===== config.mk =====
export PLATFORM = sky130hd
export DESIGN_NAME = dsrt_ctrl
export DESIGN_NICKNAME = d
export VERILOG_FILES = /design/src/hw/rtl/dsrt_pkg.sv /design/src/hw/rtl/dsrt_ctrl.sv
export SDC_FILE = /design/constraint.sdc
export NUM_CORES = 1
export LEC_CHECK = 0
export ABC_AREA = 0
export BUFFER_PORTS_ARGS = -buffer_cell sky130_fd_sc_hd__buf_4
export CAP_MARGIN = 20
export CORE_AREA = 8 8 45 47
export DETAILED_ROUTE_END_ITERATION = 7
export DIE_AREA = 0 0 53 55
export PLACE_DENSITY = 0.58
export SLEW_MARGIN = 20
export SYNTH_ARGS = -nofsm -noshare
export SYNTH_HDL_FRONTEND = slang
export SYNTH_SLANG_ARGS = --single-unit

===== constraint.sdc =====
create_clock -name clk -period 3.9 [get_ports clk]
set_clock_uncertainty 0.15 [all_clocks]
set_input_delay 0.39 -clock clk [delete_from_list [all_inputs] [get_ports clk]]
set_output_delay 0.39 -clock clk [all_outputs]
set_load 0.01 [all_outputs]

===== src/hw/rtl/dsrt_pkg.sv =====
package dsrt_pkg;

	localparam int MAX_MONTH = 12;
	localparam int MAX_DAY   = 31;
	localparam int MAX_HOUR  = 23;
	localparam int TAG_W     = 16;

	typedef enum logic [2:0] {
		ST_STORED    = 3'd0,
		ST_BAD_MONTH = 3'd1,
		ST_BAD_DAY   = 3'd2,
		ST_BAD_HOUR  = 3'd3,
		ST_ENTRY     = 3'd4,
		ST_EMPTY     = 3'd5
	} status_e;

	typedef struct packed {
		logic [6:0]       month_in;
		logic [6:0]       day_in;
		logic [6:0]       hour_in;
		logic [TAG_W-1:0] msg_tag;
	} in_item_t;

	typedef struct packed {
		logic [2:0]       status;
		logic             was_full;
		logic [3:0]       month_out;
		logic [4:0]       day_out;
		logic [4:0]       hour_out;
		logic [TAG_W-1:0] tag_out;
		logic             last;
	} out_item_t;

	typedef struct packed {
		logic    load_item;
		logic    insert;
		logic    pop;
		logic    load_out;
		status_e out_status;
		logic    out_full;
		logic    out_last;
	} ctl_cmd_t;

	typedef struct packed {
		logic full;
		logic empty;
		logic last_one;
		logic bad_month;
		logic bad_day;
		logic bad_hour;
		logic day_zero;
	} ctl_stat_t;

endpackage


===== src/hw/rtl/dsrt_ctrl.sv =====
module dsrt_ctrl (
	input  logic                 clk,
	input  logic                 arst_n,
	input  logic                 in_valid,
	output logic                 in_ready,
	output logic                 out_valid,
	input  logic                 out_ready,
	input  dsrt_pkg::ctl_stat_t  stat,
	output dsrt_pkg::ctl_cmd_t   cmd
);
	import dsrt_pkg::*;

	typedef enum logic [2:0] {
		S_IDLE = 3'b001,
		S_EVAL = 3'b010,
		S_LIST = 3'b100
	} state_t;

	state_t state_q, state_d;
	logic   out_valid_q;
	logic   list_full_q, list_full_d;
	logic   out_free;

	assign out_free  = !out_valid_q || out_ready;
	assign in_ready  = (state_q == S_IDLE);
	assign out_valid = out_valid_q;

	always_comb begin
		state_d        = state_q;
		list_full_d    = list_full_q;
		cmd            = '0;
		cmd.out_status = ST_STORED;
		case (state_q)
			S_IDLE: begin
				if (in_valid) begin
					cmd.load_item = 1'b1;
					state_d       = S_EVAL;
				end
			end
			S_EVAL: begin
				if (stat.full) begin
					list_full_d = 1'b1;
					state_d     = S_LIST;
				end else if (stat.day_zero && !stat.bad_month && !stat.bad_hour) begin
					list_full_d = 1'b0;
					state_d     = S_LIST;
				end else if (out_free) begin
					cmd.load_out = 1'b1;
					cmd.out_last = 1'b1;
					state_d      = S_IDLE;
					if (stat.bad_month) begin
						cmd.out_status = ST_BAD_MONTH;
					end else if (stat.bad_day) begin
						cmd.out_status = ST_BAD_DAY;
					end else if (stat.bad_hour) begin
						cmd.out_status = ST_BAD_HOUR;
					end else begin
						cmd.out_status = ST_STORED;
						cmd.insert     = 1'b1;
					end
				end
			end
			S_LIST: begin
				if (out_free) begin
					cmd.load_out = 1'b1;
					cmd.out_full = list_full_q;
					if (stat.empty) begin
						cmd.out_status = ST_EMPTY;
						cmd.out_last   = 1'b1;
						state_d        = S_IDLE;
					end else begin
						cmd.out_status = ST_ENTRY;
						cmd.out_last   = stat.last_one;
						cmd.pop        = 1'b1;
						if (stat.last_one) begin
							state_d = S_IDLE;
						end
					end
				end
			end
			default: begin
				state_d = S_IDLE;
			end
		endcase
	end

	always_ff @(posedge clk or negedge arst_n) begin
		if (!arst_n) begin
			state_q     <= S_IDLE;
			out_valid_q <= 1'b0;
			list_full_q <= 1'b0;
		end else begin
			state_q     <= state_d;
			list_full_q <= list_full_d;
			if (cmd.load_out) begin
				out_valid_q <= 1'b1;
			end else if (out_ready) begin
				out_valid_q <= 1'b0;
			end
		end
	end

endmodule


==> results of run 1 <==
report_power, final:
part / switching (mW) / internal [mW] / leakage [nW] / total (mW)
Combinational: 0.0387 / 0.0483 / 0.198 / 0.0870
Sequential: 0.0208 / 0.0691 / 0.0613 / 0.0899
Clock: 0.0226 / 0.0388 / 0.0150 / 0.0614
area by class of cell:
type	instances	area share
well taps	16	0.03265
clock buffers	4	0.04286
multi-input cells	38	0.4265
inverters	3	0.01837
repair buffers	22	0.2735
flip-flops and latches	5	0.2061
registers in the layout, indices dropped and copies added (netlist names):
signal / count
state_q: 3
list_full_q: 1
out_valid: 1
layout by cell type (no fill, tap or decap), drive strengths merged:
| cell | n |
|---|---|
| buf | 21 |
| nor2b | 4 |
| a21oi | 4 |
| dfrtp | 4 |
| clkbuf | 4 |
| o21ai | 4 |
| nand3b | 3 |
| nor2 | 3 |
| inv | 3 |
| nor3b | 3 |
| and2 | 2 |
| nand4 | 2 |
| nor3 | 2 |
| nand2b | 1 |
| or3b | 1 |
| a31oi | 1 |
| nor4 | 1 |
| o2bb2ai | 1 |
| nand3 | 1 |
| nor4b | 1 |
| or4b | 1 |
| a211oi | 1 |
| nand2 | 1 |
| a22o | 1 |
| dlygate4sd3 | 1 |
| dfstp | 1 |
path summary, 6_finish.rpt:
kind / start / endpoint / slack [ns] / cells past startpoint
setup reg to reg: state_q[0] / state_q[0] / 2.49 / 3
hold reg to reg: list_full_q / list_full_q / 0.34 / 1
hold / removal: stat[6] / list_full_q / 0.24 / 2
max in group asynchronous: arst_n / state_q[0] / 3.07 / 2
min in group asynchronous: arst_n / state_q[1] / 0.33 / 2
setup / recovery: state_q[2] / cmd[7] / 1.77 / 4
per-layer routing:
metal  share of wire  vias up
met5               0        -
met4           0.022        0
met3           0.092        5
met2            0.46       12
met1            0.43      194
li1                -      225
critical path: cells and delay by family, from the launching register on:
kind                   cells  cell delay [ns]
buffers and inverters      1             0.16
DFF                        1             0.45
and+or+nand+nor            3             0.74
synth_stat cells (all sizes together):
cell     n
nand4    2
or3b     1
o2bb2ai  1
nand2b   1
inv      3
nor3b    3
dfrtp    4
o21ai    4
nor4     1
a31oi    1
or4b     1
buf      1
a21oi    4
nor2     3
a211oi   1
dfstp    1
nand2    1
and2     2
a22o     1
nor3     2
nand3b   3
nor2b    4
nor4b    1
nand3    1
stage by stage:
stage	instance area [µm²]	hold slack, ns	utilization	worst slack (ns)	total power, mW
floorplan	404.1	-0.05559	-	2.084	0.1353
CTS	613.1	0.2367	0.4430	1.741	0.2427
global placement	576.8	0.04864	0.4168	1.986	0.1762
finish	613.1	0.2401	0.4430	1.766	0.2383
global route	613.1	0.2454	0.4430	1.631	0.2564
detailed placement	576.8	0.04796	0.4168	1.969	0.1769
logic make-up after synthesis:
family | synth area share
simple gates | 0.4705
compound gates | 0.1765
flops | 0.3127
buf+inv | 0.04023
==> results_dict.tcl, run 1 <==
set metrics [dict create \
    insertion_delay_ns 0.25 \
    syn_nets 58 \
    avgSynthCellArea_um2 8.599 \
    clk_pin_slew_worst_paths_ns 0.04 \
    drc 0 \
    drt_pass1_iterations 4 \
    synth_top_cell_area_share 0.2477 \
    cp-start-kind "register" \
    grt_setup_unrepaired "no" \
    vias 436 \
    min_path_type "in -> reg" \
    maxCapViolCount 0 \
    grt_max_degree 12 \
    syn_to_final_growth_pct 51.70 \
    grtUsageMet3 0.05615 \
    final-setup-viol-count 0 \
    fin_crit_ns 2.134 \
    worstSetupEndpointType "primary output" \
    io_pins 22 \
    synthTopCellsByArea "dfrtp_1, dfstp_2, nor2b_1" \
    critPathKind "reg -> out" \
    vias_per_cell 4.955 \
    ctsHtreeMaxLevel 1 \
    place_inst 83 \
    synth_top_cell_by_area "dfrtp_1" \
    crit_chain "nor3b_2 > nand4_2 > nor4_2 > buf_4" \
    root_buffer "clkbuf_4" \
    syn-cell-area_um2 404.1 \
    cts_resized 0 \
    numCtsBuffers 3 \
    dp_hpwl_um 963.8 \
    multi_input_area_um2 261.5 \
    stdcell_count 88 \
    register_area_um2 126.4 \
    holdBufCountCts 1 \
    crit_fanout 8 \
    met1_usage 0.1075 \
    final_nets 84 \
    synthCells 47 \
    io_buffer_count 21 \
    powerDensity_nw_per_um2 388.6 \
    routed_wl_um 1192 \
    timing.final.hold_violations 0 \
    crit_arrival_ns 1.59 \
    finalMaxSlewViolations 0 \
    setup_tns_ns 0 \
    ir_worst_vdd_v 0.0002312 \
    overflow 0 \
    synth_warnings 0 \
    cts_tree "done" \
    yosysSeqAreaShare 0.3127 \
    crit_slowest_cell "dfrtp_1" \
    period_share 0.5471 \
    first_global_vias 458 \
    relSlewSlack 0.8012 \
    grt_pass1_wl_um 1980 \
    clk_path_buf_depth 2 \
    ant_nets 0 \
    p_leak_nw 0.2742 \
    max_stage_delay_ns 0.45 \
    fillers 144 \
    first_iter_violations 3 \
    fmax_mhz 468.7 \
    drt-wirelength-per-cell_um 13.55 \
    die_x_um 53 \
    dieArea_um2 2915 \
    core_um2 1384 \
    ys_types 29 \
    synth-seq-cells 5 \
    die_y_um 55 \
    track_usage 0.09325 \
    outcome "complete, no violations" \
    cts_setup_buffers 0 \
    clock_sinks 5 \
    tightest_slew_ns 0.2969 \
    cp_data_required_time_ns 3.36 \
    rows 14 \
    drive_gt1_frac 0.4306 \
    busiest_layer "met2" \
    antenna_found_initial 0 \
    start_util 0.2920 \
    gp_congestion 0.8618 \
    met2_usage 0.1309 \
    antenna_cells 0 \
]
Note: power is estimated with default switching activity, not from simulation.
==> run 2: changes to the inputs <==
--- a/config.mk
+++ b/config.mk
@@ -5,13 +5,13 @@
 export SDC_FILE = /design/constraint.sdc
 export NUM_CORES = 1
 export LEC_CHECK = 0
-export ABC_AREA = 0
+export ABC_AREA = 1
 export BUFFER_PORTS_ARGS = -buffer_cell sky130_fd_sc_hd__buf_4
 export CAP_MARGIN = 20
 export CORE_AREA = 8 8 45 47
 export DETAILED_ROUTE_END_ITERATION = 7
 export DIE_AREA = 0 0 53 55
-export PLACE_DENSITY = 0.58
+export PLACE_DENSITY = 0.56
 export SLEW_MARGIN = 20
 export SYNTH_ARGS = -nofsm -noshare
 export SYNTH_HDL_FRONTEND = slang
==> constraint.sdc (replaced) <==
create_clock -name clk -period 2.15 [get_ports clk]
set_clock_uncertainty 0.15 [all_clocks]
set_input_delay 0.215 -clock clk [delete_from_list [all_inputs] [get_ports clk]]
set_output_delay 0.215 -clock clk [all_outputs]
set_load 0.01 [all_outputs]
==> results_dict.tcl, run 2 <==
set metrics [dict create \
    synth_top_cell_area_share 0.2632 \
    dpl_cell_area_um2 558.0 \
    ant_nets 0 \
    powerDensity_nw_per_um2 949.1 \
    drc 0 \
    gp_congestion 0.7657 \
    synth-edff-count 0 \
    regMostFlops "state_q" \
    period_share 0.8400 \
    dieArea_um2 2915 \
    maxCapViolCount 0 \
    numCtsBuffers 3 \
    finalMaxSlewViolations 0 \
    setup_tns_ns 0 \
    layout_commonest_cell "buf_4" \
    crit_fanout 5 \
    min-delay-start "in_valid" \
    yosysSeqAreaShare 0.3322 \
    switchingPower_uw 222.0 \
    post-route-cell-area_um2 594.3 \
    core_um2 1384 \
    ctsHtreeMaxLevel 1 \
    cp_data_required_time_ns 1.78 \
    mostFrequentLayoutCells "buf_4, nand2_1, inv_1, nor2_1, dfrtp_1" \
    crit_arrival_ns 1.44 \
    r2r_start "state_q[0]" \
    fmax_mhz 553.7 \
    io_pins 22 \
    die_x_um 53 \
    dp_worst_setup_slack_ns 0.5727 \
    r2r_end "state_q[2]" \
    min_path_type "in -> reg" \
    synthTopCellsByArea "dfrtp_1, nand2_1, inv_1" \
    critPathTopFamily "simple AND/OR/NAND/NOR gates" \
    clock_sinks 5 \
    fin_crit_ns 1.806 \
    cts_tree "done" \
    overflow 0 \
    timing.final.hold_violations 0 \
    crit_slowest_cell "dfstp_2" \
    rows 14 \
    synthCells 59 \
    path_depth 6 \
    outcome "complete, no violations" \
    hold_depth 3 \
    synth_warnings 0 \
    track_usage 0.06908 \
    p_comb_frac 0.517 \
    routed_wl_um 959 \
    p_clk_frac 0.186 \
    synth_flop_cell "dfrtp_1" \
    ir_worst_vdd_v 0.0004723 \
    avgSynthCellArea_um2 6.447 \
    crit_chain "inv_1 > nand2_1 > nor2_2 > nand4_2 > nor3_1 > buf_4" \
    synth_most_common_cell "nand2_1" \
    p_leak_nw 0.3579 \
    ys_types 18 \
    synth_common_cells "nand2_1, inv_1, dfrtp_1, nor2_1" \
    clk_pin_slew_worst_paths_ns 0.04 \
    reg2reg_depth 8 \
    cts_resized 0 \
    swShare 0.3936 \
    grt_pass1_wl_um 1518 \
    relSlewSlack 0.8209 \
    setup_ws_ns 0.3439 \
    largest_register_ffs 3 \
    synth-seq-cells 5 \
    dp_hpwl_um 846.4 \
    ff2ff_setup_slack_ns 0.77 \
    max_stage_delay_ns 0.36 \
    clk_path_buf_depth 2 \
    drt-wirelength-per-cell_um 9.495 \
    die_y_um 55 \
    drt_pass1_iterations 4 \
    cp-start-kind "register" \
    syn_to_final_growth_pct 56.25 \
    insertion_delay_ns 0.23 \
    syn_nets 70 \
    critPathKind "reg -> out" \
    start_util 0.2749 \
    vias 424 \
    tightest_slew_ns 0.2673 \
    ys_async_sr_fraction 1.000 \
    final_nets 97 \
    worstSetupEndpointType "primary output" \
    antenna_found_initial 0 \
    io_buffer_count 21 \
    first_global_vias 377 \
    first_iter_violations 4 \
    antenna_cells 0 \
    grt_setup_unrepaired "no" \
    root_buffer "clkbuf_4" \
    cp_num_buf_inv 2 \
    drive_gt1_frac 0.4235 \
    vias_per_cell 4.198 \
    cts_setup_buffers 0 \
    p_int_uw 342.1 \
    synth_top_cell_by_area "dfrtp_1" \
    whs_endpoint "state_q[1]" \
    grt_max_degree 6 \
    final-setup-viol-count 0 \
    syn-cell-area_um2 380.4 \
    seq_power_share 0.297 \
]
## run 2: cell count changes in the layout (fill, tap and decap cells not counted), moves of 2 or more
cell,before,now
inv_1,2,10
nor2b_1,4,0
nand3_1,1,3
nand3b_1,3,0
and2_1,2,0
nor3b_1,2,0
a21oi_1,4,2
nand2_1,1,19
nand2_2,0,3
## run 2: logic make-up after synthesis
group / Yosys count / share of synthesized area
simple gates: 36 / 0.4605
buf+inv: 12 / 0.1184
flops: 5 / 0.3323
compound gates: 6 / 0.08881
## run 2: worst max path at each step
stage                     startpoint  endpoint  slack (ns)
final                     state_q[0]    cmd[3]        0.34
after global routing      state_q[0]    cmd[3]        0.21
after CTS                 state_q[0]    cmd[3]        0.31
after detailed placement  state_q[0]    cmd[3]        0.57
after global placement    state_q[0]    cmd[3]        0.58
after floorplan           state_q[0]    cmd[3]        0.68
## run 2: worst reg2reg max path, delay by kind of cell (launching register included)
kind / cells / cell delay [ns]
buffers and inverters: 2 / 0.10
DFF: 1 / 0.52
and+or+nand+nor: 5 / 0.47
AOI/OAI and AO/OA: 1 / 0.07
## run 2: what timing repair did
item / 4_1_cts / 5_1_grt
hold buffers: 1 / 0
endpoints found under the setup margin: 0 / 0
endpoints found under the hold margin: 5 / 0
## run 2: power groups by stage
| stage | clock network [mW] | logic [mW] | registers (mW) |
|---|---|---|---|
| 6_report | 0.105 | 0.292 | 0.168 |
| 5_1_grt | 0.119 | 0.335 | 0.173 |
| 4_1_cts | 0.110 | 0.300 | 0.168 |
| 3_5_place_dp | 0 | 0.298 | 0.169 |
| 3_3_place_gp | 0 | 0.298 | 0.168 |
| 2_1_floorplan | 0 | 0.179 | 0.170 |
## run 2: metal layers
| layer | vias up | global-route usage | share of wire |
|---|---|---|---|
| li1 | 233 | - | - |
| met1 | 175 | 0.07055 | 0.43 |
| met2 | 16 | 0.1133 | 0.46 |
| met3 | 0 | 0.02674 | 0.11 |
| met4 | 0 | 0.05172 | 0 |
| met5 | - | 0 | 0 |
## run 2: per-stage QoR
stage / total power [mW] / hold WS [ns] / cells / utilization
floorplan: 0.3491 / -0.2306 / 59 / -
global placement: 0.4665 / -0.1311 / 96 / 0.4033
detailed placement: 0.4671 / -0.1318 / 96 / 0.4033
CTS: 0.5776 / 0.07047 / 101 / 0.4295
global route: 0.6259 / 0.08324 / 101 / 0.4295
finish: 0.5641 / 0.06895 / 101 / 0.4295
## run 2: area by class of cell
class	instances	area [µm²]
inverters	12	45.04
multi-input cells	42	209.0
clock buffers	4	26.28
repair buffers	22	167.7
flip-flops and latches	5	126.4
well taps	16	20.02
fillers	157	789.5
==> run 3: changes to the inputs <==
--- a/config.mk
+++ b/config.mk
@@ -11,7 +11,7 @@
 export CORE_AREA = 8 8 45 47
 export DETAILED_ROUTE_END_ITERATION = 7
 export DIE_AREA = 0 0 53 55
-export PLACE_DENSITY = 0.56
+export PLACE_DENSITY = 0.58
 export SLEW_MARGIN = 20
 export SYNTH_ARGS = -nofsm -noshare
 export SYNTH_HDL_FRONTEND = slang
==> constraint.sdc (replaced) <==
create_clock -name clk -period 1.56 [get_ports clk]
set_clock_uncertainty 0.15 [all_clocks]
set_input_delay 0.156 -clock clk [delete_from_list [all_inputs] [get_ports clk]]
set_output_delay 0.156 -clock clk [all_outputs]
set_load 0.01 [all_outputs]
==> results_dict.tcl, run 3 (same netlist as run 2, synthesis figures left out) <==
set metrics [dict create \
    drc 0 \
    ff2ff_setup_slack_ns 0.09 \
    p_leak_nw 0.3727 \
    io_buffer_count 21 \
    clk_pin_slew_worst_paths_ns 0.04 \
    fin_crit_ns 1.678 \
    regMostFlops "state_q" \
    timing.final.hold_violations 0 \
    outcome "finished, violations left" \
    worstSetupEndpointType "primary output" \
    max_stage_delay_ns 0.53 \
    final-setup-viol-count 7 \
    vias_per_cell 4.388 \
    whs_ns 0.01630 \
    drive_gt1_frac 0.5862 \
    root_buffer "clkbuf_4" \
    r2r_start "state_q[0]" \
    drt-wirelength-per-cell_um 11.48 \
    fmax_mhz 596.0 \
    start_util 0.2749 \
    min_path_type "in -> reg" \
    crit_slowest_cell "dfstp_2" \
    place_inst 97 \
    numCtsBuffers 3 \
    ir_worst_vdd_v 0.0008081 \
    grt_setup_unrepaired "yes" \
    setup_ws_ns -0.1178 \
    cp_data_required_time_ns 1.25 \
    clock_sinks 5 \
    gp_congestion 0.8003 \
    dieArea_um2 2915 \
    maxCapViolCount 0 \
    syn_to_final_growth_pct 76.97 \
    finalMaxSlewViolations 0 \
    tightest_slew_ns 0.2612 \
    ant_nets 0 \
    first_iter_violations 4 \
    first_global_vias 475 \
    critPathTopFamily "flip-flops" \
    clk_path_buf_depth 2 \
    violations "negative setup slack" \
    stdcell_count 103 \
    cts_tree "done" \
    powerDensity_nw_per_um2 1344 \
    final_nets 99 \
    relSlewSlack 0.8259 \
    crit_chain "inv_2 > nand2_2 > nor2_4 > o21ai_1 > nor3_4 > buf_4" \
    antenna_cells 0 \
    largest_register_ffs 3 \
    ctsHtreeMaxLevel 1 \
    die_y_um 55 \
    crit_arrival_ns 1.37 \
    grt_pass1_wl_um 1890 \
    crit_fanout 3 \
    antenna_found_initial 0 \
    insertion_delay_ns 0.24 \
    critPathKind "reg -> out" \
    mostFrequentLayoutCells "buf_4, nand2_1, nand2_2, inv_2, inv_1" \
    overflow 0 \
    track_usage 0.08553 \
    routed_wl_um 1182 \
    layout_commonest_cell "buf_4" \
    dp_hpwl_um 906.5 \
    period_share 1.076 \
    io_pins 22 \
    grt_max_degree 6 \
    cp_num_buf_inv 2 \
    crit_start "state_q[0]" \
    cp-start-kind "register" \
    die_x_um 53 \
    min-delay-start "in_valid" \
    core_um2 1384 \
    vias 452 \
    rows 14 \
    drt_pass1_iterations 4 \
]
-- run 3: path summary, 6_finish.rpt --
path,end,cells after the start
worst max-delay path,cmd[3],6
worst min-delay path,state_q[1],3
worst max register to register,state_q[1],10
worst min register to register,list_full_q,2
max in group asynchronous,state_q[0],2
min in group asynchronous,state_q[1],2
-- run 3: timing repair --
item,4_1_cts,5_1_grt
hold endpoints to repair,5,0
pin swaps,3,3
setup buffers,1,0
hold buffers,1,0
endpoints found under the setup margin,6,11
resized for setup,14,7
-- run 3: layout make-up --
type,count,area [µm²]
multi-input cells,42,260.3
inverters,12,45.04
flip-flops and latches,5,127.6
fillers,150,710.7
well taps,16,20.02
clock buffers,4,26.28
repair buffers,24,193.9
-- run 3: worst register-to-register path, cell delays in order, from the launching register on --
cell and delay (ns):
dfstp_2 0.53, inv_2 0.05, nand2_2 0.07, nor2_4 0.05, buf_4 0.15, nand3_2 0.07, nand2_2 0.05, nand2_2 0.07
nand2_2 0.06, nand2_1 0.05, nand2_1 0.05
-- run 3: layer usage --
layer / global-route usage / part of all wire / up-vias
met4: 0.06466 / 0 / 0
met1: 0.08742 / 0.40 / 193
met5: 0 / 0 / -
met3: 0.02406 / 0.11 / 0
met2: 0.1465 / 0.50 / 18
li1: - / - / 241
-- run 3: report_power, final --
| group | leakage (nW) | internal, mW | total (mW) | switching [mW] |
|---|---|---|---|---|
| Clock | 0.0150 | 0.0964 | 0.144 | 0.0479 |
| Sequential | 0.0619 | 0.197 | 0.252 | 0.0551 |
| Combinational | 0.296 | 0.229 | 0.509 | 0.280 |
-- run 3: through the flow --
step / area [µm²] / power [mW] / utilization / TNS [ns] / setup WS (ns)
2_1_floorplan: 380.4 / 0.4812 / - / 0 / 0.1442
3_3_place_gp: 565.5 / 0.6494 / 0.4087 / 0 / 0.08315
3_5_place_dp: 565.5 / 0.6513 / 0.4087 / 0 / 0.03721
4_1_cts: 651.9 / 0.8806 / 0.4711 / -0.3000 / -0.08148
5_1_grt: 673.1 / 0.9967 / 0.4864 / -0.7995 / -0.1744
6_report: 673.1 / 0.9049 / 0.4864 / -0.2864 / -0.1178
